## src/sv/tcw_pkg.sv

```systemverilog
// text console writer: shared constants, codes and the controller/datapath interface types
// no dependencies; the controller, datapath and top level refer to it by scoped names
package tcw_pkg;

  // screen geometry
  localparam int COLUMNS = 80;
  localparam int ROWS    = 25;
  localparam int CELLS   = COLUMNS * ROWS;

  // widths
  localparam int CUR_W     = $clog2(CELLS + 1);
  localparam int COL_W     = $clog2(COLUMNS);
  localparam int ADDR_W    = $clog2(CELLS);
  localparam int CODE_W    = 8;
  localparam int COLOR_W   = 4;
  localparam int CELL_W    = 2 * COLOR_W + CODE_W;
  localparam int POS_W     = 11;
  localparam int CFG_IDX_W = 2;

  // cursor landmarks
  localparam logic [CUR_W-1:0] CUR_END      = CUR_W'(CELLS);
  localparam logic [CUR_W-1:0] CUR_LAST_ROW = CUR_W'(CELLS - COLUMNS);
  localparam logic [CUR_W-1:0] CUR_LAST     = CUR_W'(CELLS - 1);
  localparam logic [CUR_W-1:0] CUR_COLUMNS  = CUR_W'(COLUMNS);
  localparam logic [COL_W-1:0] COL_LAST     = COL_W'(COLUMNS - 1);

  // character codes
  localparam logic [CODE_W-1:0] CODE_NEWLINE     = 8'd10;
  localparam logic [CODE_W-1:0] CODE_FIRST_PRINT = 8'd32;
  localparam logic [CODE_W-1:0] CODE_LAST_PRINT  = 8'd126;
  localparam logic [CODE_W-1:0] CODE_BLANK       = 8'd0;

  // item modes
  localparam logic MODE_CLEAR = 1'b1;

  // register indexes
  localparam logic [CFG_IDX_W-1:0] CFG_FG_COLOR = 2'd0;
  localparam logic [CFG_IDX_W-1:0] CFG_BG_COLOR = 2'd1;

  // reset colors
  localparam logic [COLOR_W-1:0] FG_RESET = 4'd15;
  localparam logic [COLOR_W-1:0] BG_RESET = 4'd0;

  // commands from controller to datapath
  typedef struct packed {
    logic take;       // item transfer in, latch its code
    logic step;       // printable or newline without scroll
    logic ignore;     // ignored code, report unchanged cursor
    logic sweep_clr;  // sweep counter to zero
    logic sweep_inc;  // sweep counter up by one
    logic copy;       // move one cell up a row
    logic blank;      // blank one cell of the last row
    logic fill;       // blank one cell of the whole screen
    logic fill_done;  // clear finished, home the cursor
    logic finish;     // scroll finished, apply the pending code
  } cmd_t;

  // status from datapath to controller
  typedef struct packed {
    logic is_clear;
    logic is_print;
    logic is_newline;
    logic at_end;
    logic sweep_last;
    logic sweep_copy_end;
    logic out_valid;
  } status_t;

endpackage

```

## src/sv/tcw_ram.sv

```systemverilog
// generic single write port, single read port memory with registered read data
// no dependencies
module tcw_ram #(
  parameter int WIDTH = 16,
  parameter int DEPTH = 2000,
  localparam int ADDR_W = $clog2(DEPTH)
) (
  input  logic              clk,
  input  logic              we,
  input  logic [ADDR_W-1:0] wr_addr,
  input  logic [WIDTH-1:0]  wr_data,
  input  logic              rd_en,
  input  logic [ADDR_W-1:0] rd_addr,
  output logic [WIDTH-1:0]  rd_data
);

  logic [WIDTH-1:0] mem [DEPTH];

  // write port
  always_ff @(posedge clk) begin
    if (we) begin
      mem[wr_addr] <= wr_data;
    end
  end

  // registered read port
  always_ff @(posedge clk) begin
    if (rd_en) begin
      rd_data <= mem[rd_addr];
    end
  end

endmodule

```

## src/sv/tcw_ctrl.sv

```systemverilog
// text console writer controller: sequences direct cursor updates, scroll and clear sweeps
// depends on tcw_pkg
module tcw_ctrl (
  input  logic            clk,
  input  logic            rst,
  input  logic            in_valid,
  output logic            in_stall,
  input  logic            out_stall,
  input  tcw_pkg::status_t status,
  output tcw_pkg::cmd_t   cmd
);

  typedef enum logic [4:0] {
    S_IDLE   = 5'b00001,
    S_FILL   = 5'b00010,
    S_COPY   = 5'b00100,
    S_BLANK  = 5'b01000,
    S_FINISH = 5'b10000
  } state_t;

  state_t state;
  state_t state_next;
  logic   take;
  logic   out_drain;

  // the waiting result leaves at this edge
  assign out_drain = !out_stall;

  // accept only when idle and the result register is free or draining
  assign in_stall = !((state == S_IDLE) && (!status.out_valid || out_drain));

  assign take = in_valid && !in_stall;

  // next state and commands
  always_comb begin
    state_next = state;
    cmd        = '0;
    case (state)
      S_IDLE: begin
        if (take) begin
          cmd.take = 1'b1;
          if (status.is_clear) begin
            cmd.sweep_clr = 1'b1;
            state_next    = S_FILL;
          end else if (!status.is_print && !status.is_newline) begin
            cmd.ignore = 1'b1;
          end else if (status.at_end) begin
            cmd.sweep_clr = 1'b1;
            state_next    = S_COPY;
          end else begin
            cmd.step = 1'b1;
          end
        end
      end
      S_FILL: begin
        cmd.fill = 1'b1;
        if (status.sweep_last) begin
          cmd.fill_done = 1'b1;
          state_next    = S_IDLE;
        end else begin
          cmd.sweep_inc = 1'b1;
        end
      end
      S_COPY: begin
        cmd.copy = 1'b1;
        if (status.sweep_copy_end) begin
          state_next = S_BLANK;
        end else begin
          cmd.sweep_inc = 1'b1;
        end
      end
      S_BLANK: begin
        cmd.blank = 1'b1;
        if (status.sweep_last) begin
          state_next = S_FINISH;
        end else begin
          cmd.sweep_inc = 1'b1;
        end
      end
      S_FINISH: begin
        cmd.finish = 1'b1;
        state_next = S_IDLE;
      end
      default: begin
        state_next = S_IDLE;
      end
    endcase
  end

  // state register
  always_ff @(posedge clk) begin
    if (rst) begin
      state <= S_IDLE;
    end else begin
      state <= state_next;
    end
  end

  // a scroll copy always ends in the blanking of the last row
  a_copy_to_blank: assert property (@(posedge clk) disable iff (rst)
    (state == S_COPY) |=> (state == S_COPY || state == S_BLANK))
    else $error("copy sweep left without blanking the last row");

  // no item is taken during a sweep
  a_no_take_busy: assert property (@(posedge clk) disable iff (rst)
    (state != S_IDLE) |-> !take)
    else $error("item taken while a sweep is running");

endmodule

```

## src/sv/tcw_datapath.sv

```systemverilog
// text console writer datapath: cursor, colors, sweep counter, cell store and result register
// depends on tcw_pkg and tcw_ram
module tcw_datapath (
  input  logic                             clk,
  input  logic                             rst,
  input  tcw_pkg::cmd_t                    cmd,
  output tcw_pkg::status_t                 status,
  input  logic                             mode,
  input  logic [tcw_pkg::CODE_W-1:0]       char_code,
  input  logic                             cfg_valid,
  input  logic [tcw_pkg::CFG_IDX_W-1:0]    cfg_index,
  input  logic [tcw_pkg::COLOR_W-1:0]      cfg_data,
  input  logic                             out_stall,
  output logic                             out_valid,
  output logic [tcw_pkg::POS_W-1:0]        cursor_position,
  output logic                             scrolled,
  output logic                             accepted
);

  // registers
  logic [tcw_pkg::CUR_W-1:0]   cursor;
  logic [tcw_pkg::CUR_W-1:0]   cursor_next;
  logic [tcw_pkg::COL_W-1:0]   column;
  logic [tcw_pkg::COL_W-1:0]   column_next;
  logic [tcw_pkg::CUR_W-1:0]   sweep;
  logic [tcw_pkg::COLOR_W-1:0] fg_color;
  logic [tcw_pkg::COLOR_W-1:0] bg_color;
  logic                        pend_print;
  logic [tcw_pkg::CODE_W-1:0]  pend_code;

  // combinational
  logic                         in_print;
  logic                         in_newline;
  logic [tcw_pkg::CUR_W-1:0]    base;
  logic [tcw_pkg::COL_W-1:0]    base_col;
  logic                         base_print;
  logic                         update;
  logic                         out_load;
  logic                         ram_we;
  logic [tcw_pkg::ADDR_W-1:0]   ram_wr_addr;
  logic [tcw_pkg::CELL_W-1:0]   ram_wr_data;
  logic                         ram_rd_en;
  logic [tcw_pkg::ADDR_W-1:0]   ram_rd_addr;
  logic [tcw_pkg::CELL_W-1:0]   ram_rd_data;
  logic [tcw_pkg::CELL_W-1:0]   blank_cell;
  logic [tcw_pkg::CUR_W-1:0]    sweep_prev;

  // item decode
  assign in_print   = (char_code >= tcw_pkg::CODE_FIRST_PRINT) &&
                      (char_code <= tcw_pkg::CODE_LAST_PRINT);
  assign in_newline = (char_code == tcw_pkg::CODE_NEWLINE);

  assign status.is_clear       = (mode == tcw_pkg::MODE_CLEAR);
  assign status.is_print       = in_print;
  assign status.is_newline     = in_newline;
  assign status.at_end         = (cursor == tcw_pkg::CUR_END);
  assign status.sweep_last     = (sweep == tcw_pkg::CUR_LAST);
  assign status.sweep_copy_end = (sweep == tcw_pkg::CUR_LAST_ROW);
  assign status.out_valid      = out_valid;

  assign blank_cell = {bg_color, fg_color, tcw_pkg::CODE_BLANK};
  assign sweep_prev = sweep - tcw_pkg::CUR_W'(1);

  // cursor update, directly or after a scroll from the last row start
  assign update     = cmd.step || cmd.finish;
  assign base       = cmd.finish ? tcw_pkg::CUR_LAST_ROW : cursor;
  assign base_col   = cmd.finish ? '0 : column;
  assign base_print = cmd.finish ? pend_print : in_print;

  always_comb begin
    cursor_next = cursor;
    column_next = column;
    if (update) begin
      if (base_print) begin
        cursor_next = base + tcw_pkg::CUR_W'(1);
        column_next = (base_col == tcw_pkg::COL_LAST) ? '0 : base_col + tcw_pkg::COL_W'(1);
      end else begin
        cursor_next = base + tcw_pkg::CUR_COLUMNS - tcw_pkg::CUR_W'(base_col);
        column_next = '0;
      end
    end else if (cmd.fill_done) begin
      cursor_next = '0;
      column_next = '0;
    end
  end

  // cell store write and read port selection
  always_comb begin
    ram_we      = 1'b0;
    ram_wr_addr = sweep[tcw_pkg::ADDR_W-1:0];
    ram_wr_data = blank_cell;
    ram_rd_en   = 1'b0;
    ram_rd_addr = tcw_pkg::ADDR_W'(sweep + tcw_pkg::CUR_COLUMNS);
    if (cmd.step && in_print) begin
      ram_we      = 1'b1;
      ram_wr_addr = cursor[tcw_pkg::ADDR_W-1:0];
      ram_wr_data = {bg_color, fg_color, char_code};
    end else if (cmd.finish && pend_print) begin
      ram_we      = 1'b1;
      ram_wr_addr = tcw_pkg::CUR_LAST_ROW[tcw_pkg::ADDR_W-1:0];
      ram_wr_data = {bg_color, fg_color, pend_code};
    end else if (cmd.copy) begin
      // read one row below, write the previous read in the following cycle
      ram_rd_en   = (sweep != tcw_pkg::CUR_LAST_ROW);
      ram_we      = (sweep != '0);
      ram_wr_addr = sweep_prev[tcw_pkg::ADDR_W-1:0];
      ram_wr_data = ram_rd_data;
    end else if (cmd.blank || cmd.fill) begin
      ram_we = 1'b1;
    end
  end

  tcw_ram #(
    .WIDTH (tcw_pkg::CELL_W),
    .DEPTH (tcw_pkg::CELLS)
  ) u_cells (
    .clk     (clk),
    .we      (ram_we),
    .wr_addr (ram_wr_addr),
    .wr_data (ram_wr_data),
    .rd_en   (ram_rd_en),
    .rd_addr (ram_rd_addr),
    .rd_data (ram_rd_data)
  );

  // cursor, column and color registers
  always_ff @(posedge clk) begin
    if (rst) begin
      cursor   <= '0;
      column   <= '0;
      fg_color <= tcw_pkg::FG_RESET;
      bg_color <= tcw_pkg::BG_RESET;
    end else begin
      cursor <= cursor_next;
      column <= column_next;
      if (cfg_valid && cfg_index == tcw_pkg::CFG_FG_COLOR) begin
        fg_color <= cfg_data;
      end
      if (cfg_valid && cfg_index == tcw_pkg::CFG_BG_COLOR) begin
        bg_color <= cfg_data;
      end
    end
  end

  // sweep counter and pending code of a scrolling item
  always_ff @(posedge clk) begin
    if (cmd.sweep_clr) begin
      sweep <= '0;
    end else if (cmd.sweep_inc) begin
      sweep <= sweep + tcw_pkg::CUR_W'(1);
    end
    if (cmd.take) begin
      pend_print <= in_print;
      pend_code  <= char_code;
    end
  end

  // result register
  assign out_load = update || cmd.ignore || cmd.fill_done;

  always_ff @(posedge clk) begin
    if (rst) begin
      out_valid <= 1'b0;
    end else if (out_load) begin
      out_valid <= 1'b1;
    end else if (!out_stall) begin
      out_valid <= 1'b0;
    end
  end

  always_ff @(posedge clk) begin
    if (out_load) begin
      cursor_position <= tcw_pkg::POS_W'(cursor_next);
      scrolled        <= cmd.finish;
      accepted        <= !cmd.ignore;
    end
  end

  // the cursor never runs past the end of the store
  a_cursor_range: assert property (@(posedge clk) disable iff (rst)
    cursor <= tcw_pkg::CUR_END)
    else $error("cursor beyond end of store");

  // a result is never loaded over one still waiting
  a_no_overwrite: assert property (@(posedge clk) disable iff (rst)
    out_load |-> !(out_valid && out_stall))
    else $error("result overwritten before transfer");

endmodule

```

## src/sv/text_console_writer_core.sv

```systemverilog
// text console writer top level: 80x25 cell store with cursor, scroll and clear
// printable, newline, ignored codes: registered result, up to one per cycle unless stalled
// a scroll moves the lower rows up one row, then blanks the last row, one cell per cycle
// a clear writes a blank to every cell, one cell written per cycle
// reset: synchronous, clears cursor and column, fg color 15, bg color 0; store is not cleared
module text_console_writer_core (
  input  logic                             clk,
  input  logic                             rst,
  input  logic                             in_valid,
  output logic                             in_stall,
  input  logic                             mode,
  input  logic [tcw_pkg::CODE_W-1:0]       char_code,
  output logic                             out_valid,
  input  logic                             out_stall,
  output logic [tcw_pkg::POS_W-1:0]        cursor_position,
  output logic                             scrolled,
  output logic                             accepted,
  input  logic                             cfg_valid,
  output logic                             cfg_ready,
  input  logic [tcw_pkg::CFG_IDX_W-1:0]    cfg_index,
  input  logic [tcw_pkg::COLOR_W-1:0]      cfg_data
);

  tcw_pkg::cmd_t    cmd;
  tcw_pkg::status_t status;

  // register writes are always taken
  assign cfg_ready = 1'b1;

  tcw_ctrl u_ctrl (
    .clk       (clk),
    .rst       (rst),
    .in_valid  (in_valid),
    .in_stall  (in_stall),
    .out_stall (out_stall),
    .status    (status),
    .cmd       (cmd)
  );

  tcw_datapath u_datapath (
    .clk             (clk),
    .rst             (rst),
    .cmd             (cmd),
    .status          (status),
    .mode            (mode),
    .char_code       (char_code),
    .cfg_valid       (cfg_valid),
    .cfg_index       (cfg_index),
    .cfg_data        (cfg_data),
    .out_stall       (out_stall),
    .out_valid       (out_valid),
    .cursor_position (cursor_position),
    .scrolled        (scrolled),
    .accepted        (accepted)
  );

endmodule
```

## config.mk

```make
export PLATFORM = sky130hd
export DESIGN_NAME = text_console_writer_core
export DESIGN_NICKNAME = d
export VERILOG_FILES = /design/src/sv/tcw_pkg.sv /design/src/sv/tcw_ram.sv /design/src/sv/tcw_ctrl.sv /design/src/sv/tcw_datapath.sv /design/src/sv/text_console_writer_core.sv
export SDC_FILE = /design/constraint.sdc
export NUM_CORES = 1
export LEC_CHECK = 0
export ABC_AREA = 1
export BUFFER_PORTS_ARGS = -buffer_cell sky130_fd_sc_hd__buf_4
export CORE_ASPECT_RATIO = 0.7
export CORE_UTILIZATION = 46
export DETAILED_ROUTE_END_ITERATION = 8
export GPL_TIMING_DRIVEN = 1
export PLACE_DENSITY = 0.65
export SLEW_MARGIN = 20
export SYNTH_ARGS = -nofsm -noshare
export SYNTH_HDL_FRONTEND = slang
export SYNTH_HIERARCHICAL = 1
export SYNTH_SLANG_ARGS = --single-unit
```

## constraint.sdc

```tcl
create_clock -name clk -period 3.5 [get_ports clk]
set_input_delay 0.175 -clock clk [delete_from_list [all_inputs] [get_ports clk]]
set_output_delay 0.175 -clock clk [all_outputs]
set_load 0.01 [all_outputs]
```

==> After elaboration in Yosys (flattened, before gate mapping) <==
Cells that the tools add are included.
{ "op_classes": {"n_reduce_logical": 17, "eq_ne": 17, "addsub": 5, "n_lt_le_gt_ge": 2, "muxes": 35} }
{ "ops": {"columns": ["operator", "n"], "rows": [
  ["$mux W11", 4],
  ["$mux W5", 7],
  ["$mux W7", 5],
  ["$eq A11 B11 Y1 const B", 3],
  ["$add A11 B1 Y11 const B", 2],
  ["$pmux W5 S4", 1],
  ["$mux W1", 14],
  ["$add A11 B7 Y11 const B", 1],
  ["$sub A11 B7 Y11", 1],
  ["$eq A8 B4 Y1 const B", 1],
  ["$ge A8 B6 Y1 const B", 1],
  ["$le A8 B7 Y1 const B", 1],
  ["$mux W4", 2],
  ["$add A7 B1 Y7 const B", 1],
  ["$eq A7 B7 Y1 const B", 1],
  ["$logic_not A1 Y1", 6],
  ["$ne A2 B2 Y1 const B", 3],
  ["$ne A3 B3 Y1 const B", 2],
  ["$reduce_and A6 Y1", 1],
  ["$eq A5 B1 Y1 const B", 1],
  ["$eq A5 B2 Y1 const B", 1],
  ["$eq A5 B3 Y1 const B", 1],
  ["$eq A5 B4 Y1 const B", 1],
  ["$eq A5 B5 Y1 const B", 1],
  ["other kinds (7)", 14]
]} }
{ "totals": {"reg_bits": 49, "word_cells": 85} }

==> Longest topological paths before layout <==
{ "logic_depth": {"depth_word": 12, "depth_mapped": 20, "ltp_nobuf": 20} }

==> Cells and area by module <==
Netlist, hierarchy kept.
{ "modules_own_cells": {"columns": ["mod", "area_per_inst_um2", "instances", "cells_each", "seq_area_each_um2"], "rows": [
  ["tcw_datapath", 2831.5, 1, 407, 1021.0],
  ["tcw_ctrl", 405.4, 1, 72, 100.1],
  ["text_console_writer_core", 11.3, 1, 2, 0.0]
]} }

==> Worst setup path after synthesis <==
Ideal clock, no wire load.
{ "synth_timing": {"path_type": "flip-flop to flip-flop", "start": "reg u_ctrl.state[1]", "end": "reg u_datapath/cursor_position[7] (netlist bit) (data pin)", "required_ns": 3.245, "arrival_time_ns": 2.619, "slack_ns": 0.626, "path_stages_with_launch": 17, "n_path_buf": 1, "path_cell_list": "dfxtp_1 -> nor2_1 -> nand2_1 -> nor2_1 -> buf_2 -> nor2_1 -> ha_1 -> ha_1 -> fa_1 -> nand3_1 -> nand2_1 -> a21oi_1 -> nor2_1 -> nor2_1 -> nand2_1 -> nand3_1 -> nand2_1"} }
{ "synth_lines": {"columns": ["item", "line_no", "source"], "rows": [
  ["start, declared", "tcw_ctrl.sv:21", "state_t state;"],
  ["start signal, assigned", "tcw_ctrl.sv:95", "state <= state_next;"],
  ["end signal, assigned", "tcw_datapath.sv:173", "cursor_position <= tcw_pkg::POS_W'(cursor_next);"],
  ["end, declared", "tcw_datapath.sv:15", "output logic [tcw_pkg::POS_W-1:0] cursor_position,"]
]} }

==> metrics.cfg <==
[sta]
drv_slew = 0
fin_ws_ns = 0.4975
min_period_ns = 3.003
hold_viol = 0
tns_ns = 0
finalCritPeriodShare_pct = 85.79
finalClockSkew_ns = 0.009091
tightest_slew_ns = 0.6457
rsz0062_at_grt = false
max_clock_freq_ghz = 0.3331
setup_viol_count_final = 0
fin_hold_ws_ns = 0.1557
relSlewSlack_pct = 56.85

[yosys]
yosysWarnings = 6
synthCells = 480
synthesis.area_um2 = 3241
syn-num-nets = 521
postSynthAreaPerCell_um2 = 6.751

[setup_path]
reg2reg_depth = 17
r2r-end = u_datapath/cursor_position[7]
worstPathArrival_ns = 3.06
cp_max_fo = 15
crit_required_ns = 3.56
r2r_slack_ns = 0.50
worstSetupPathType = reg2reg
critPathLaunchType = register
r2r_start = u_ctrl/state[0]
worst_setup_path_end_kind = register

[clock_network]
cts_buffer_depth = 2
clock-root-buffer = clkbuf_8
cts_setup_buffers = 0
cts-resized-gates = 0
clock_sinks = 49
cts_tree = done
htree_levels = 2
insertion_delay_ns = 0.30
clk_pin_slew_ns = 0.09
cts_buffers = 5
hold_buffers = 0

[global_routing]
antenna_found_initial = 0
met3_usage_pct = 4.046
grt.busiest_layer = met2
grtUsageMet2_pct = 32.21
globalRouteOverflowTotal = 0
grt_use_met1_pct = 32.05
grt_pass1_wl_um = 12300
grt_max_degree = 24
grtUsageTotal_pct = 21.79
grt_pass1_vias = 2650

[min_path]
hold_depth = 3
hold_start = mode
hp-class = in2reg
worstHoldEndpoint = u_ctrl/state[1]

[die]
row_count = 25
start_util_pct = 47.74
dieArea_um2 = 7390
die_w_um = 102.3
num_io_pins = 36
core_area_um2 = 6788
fp.dieH_um = 72.23

[cells_and_area]
n_fill_cell = 666
diodes = 0
fin_nets = 545
drive_above_1_share_pct = 9.505
syn2layout_area_growth_pct = 10.66

[flow_run]
cap_violations = 0

[power_and_ir_drop]
ir_drop_mv = 0.2880
p_sw_share_pct = 34.30
p_switching_w = 0.0005007
intPower_w = 0.0009590
p_comb_share_pct = 31.3
p_leak_nw = 1.676
pwr-share-seq_pct = 46.9
p_clk_share_pct = 21.7
cellPowerDensity_nw_per_um2 = 407.0

[route]
via_count = 3045
first_pass_iters = 4
route.detailed.drc = 0
wire_per_inst_um = 12.37
avgViaCountPerCell = 5.083
ant_nets = 0
first_iter_violations = 176
routed_wl_um = 7409

[placed_design]
place_worst_setup_slack_ns = 0.5036
place.gp.congestion = 0.8504
portBuffers = 27
dp_hpwl_um = 5725

[outcome]
status = finished clean

==> worst max-delay path by stage <==
stage | start | endpoint | slack [ns] | cells past startpoint
finish | u_ctrl/state[0] | u_datapath/cursor_position[7] | 0.50 | 17
floorplan | u_ctrl/state[1] | u_datapath/cursor_position[7] | 0.63 | 16
detailed placement | u_ctrl/state[0] | u_datapath/cursor_position[7] | 0.50 | 17
global placement | u_ctrl/state[1] | u_datapath/cursor_position[7] | 0.53 | 17
global route | u_ctrl/state[0] | u_datapath/cursor_position[7] | 0.22 | 17
CTS | u_ctrl/state[0] | u_datapath/cursor_position[7] | 0.49 | 17
==> critical path: stages (launching register included) <==
cell,delay (ns)
dfxtp_1,0.34
nor2_1,0.20
nand2_1,0.07
nor2_1,0.09
buf_4,0.23
nor2_1,0.10
inv_1,0.06
ha_1,0.22
ha_1,0.25
fa_1,0.43
nand3_1,0.11
nand2_1,0.11
a21oi_1,0.19
nor2_1,0.06
nor2_1,0.08
nand2_1,0.07
nand3_1,0.09
nand2_1,0.06
==> cells in the final DEF (no fill, tap or decap), drive strengths merged <==
master / instances
buf: 29
nor2: 64
nor3b: 1
or2: 1
o211ai: 4
clkbuf: 7
ha: 20
nand4: 6
a31oi: 1
inv: 76
nor3: 9
nand3: 43
conb: 1
a21o: 1
o21ai: 15
nand3b: 1
xor2: 6
clkinv: 1
fa: 1
a31o: 1
o21bai: 2
nand2: 119
dfxtp: 35
nor4: 4
xnor2: 5
edfxtp: 14
a21oi: 38
==> power by group through the flow <==
stage	Combinational (W)	Sequential, W	Clock, W
after global routing	0.000513	0.000693	0.000350
after detailed placement	0.000456	0.000697	0
after CTS	0.000459	0.000685	0.000334
after floorplan	0.000311	0.000702	0
after global placement	0.000452	0.000696	0
final	0.000458	0.000685	0.000317
==> metal layers <==
layer / vias up / share of wire (%)
li1: 1584 / -
met1: 1367 / 52
met2: 86 / 40
met3: 8 / 6.2
met4: 0 / 1.2
met5: - / 0
==> metrics by stage <==
step	power [W]	util, %	area (µm²)	instances
finish	0.001460	52.83	3586	599
global route	0.001556	52.83	3586	599
CTS	0.001478	52.83	3586	599
detailed placement	0.001153	51.65	3506	591
global placement	0.001148	51.65	3506	591
floorplan	0.001013	-	3241	480
==> state kept, by name (all words and copies together) (netlist names) <==
| register | cells |
|---|---|
| u_ctrl/state | 5 |
| u_datapath/accepted | 1 |
| u_datapath/column | 7 |
| u_datapath/cursor | 11 |
| u_datapath/cursor_position | 11 |
| u_datapath/out_valid | 1 |
| u_datapath/pend_print | 1 |
| u_datapath/scrolled | 1 |
| u_datapath/sweep | 11 |
==> cell type report <==
type                       instances  area (µm²)  share of cell area [%]
sequential                        49        1121                   31.26
tap                               94       117.6                   3.280
clock inverter                     1       3.754                  0.1047
timing repair buffer              29       217.7                   6.071
inverter                          76       285.3                   7.955
multi-input combinational        343        1764                   49.20
clock buffer                       7       76.32                   2.128
No activity file was read; power rests on OpenSTA's default activity.
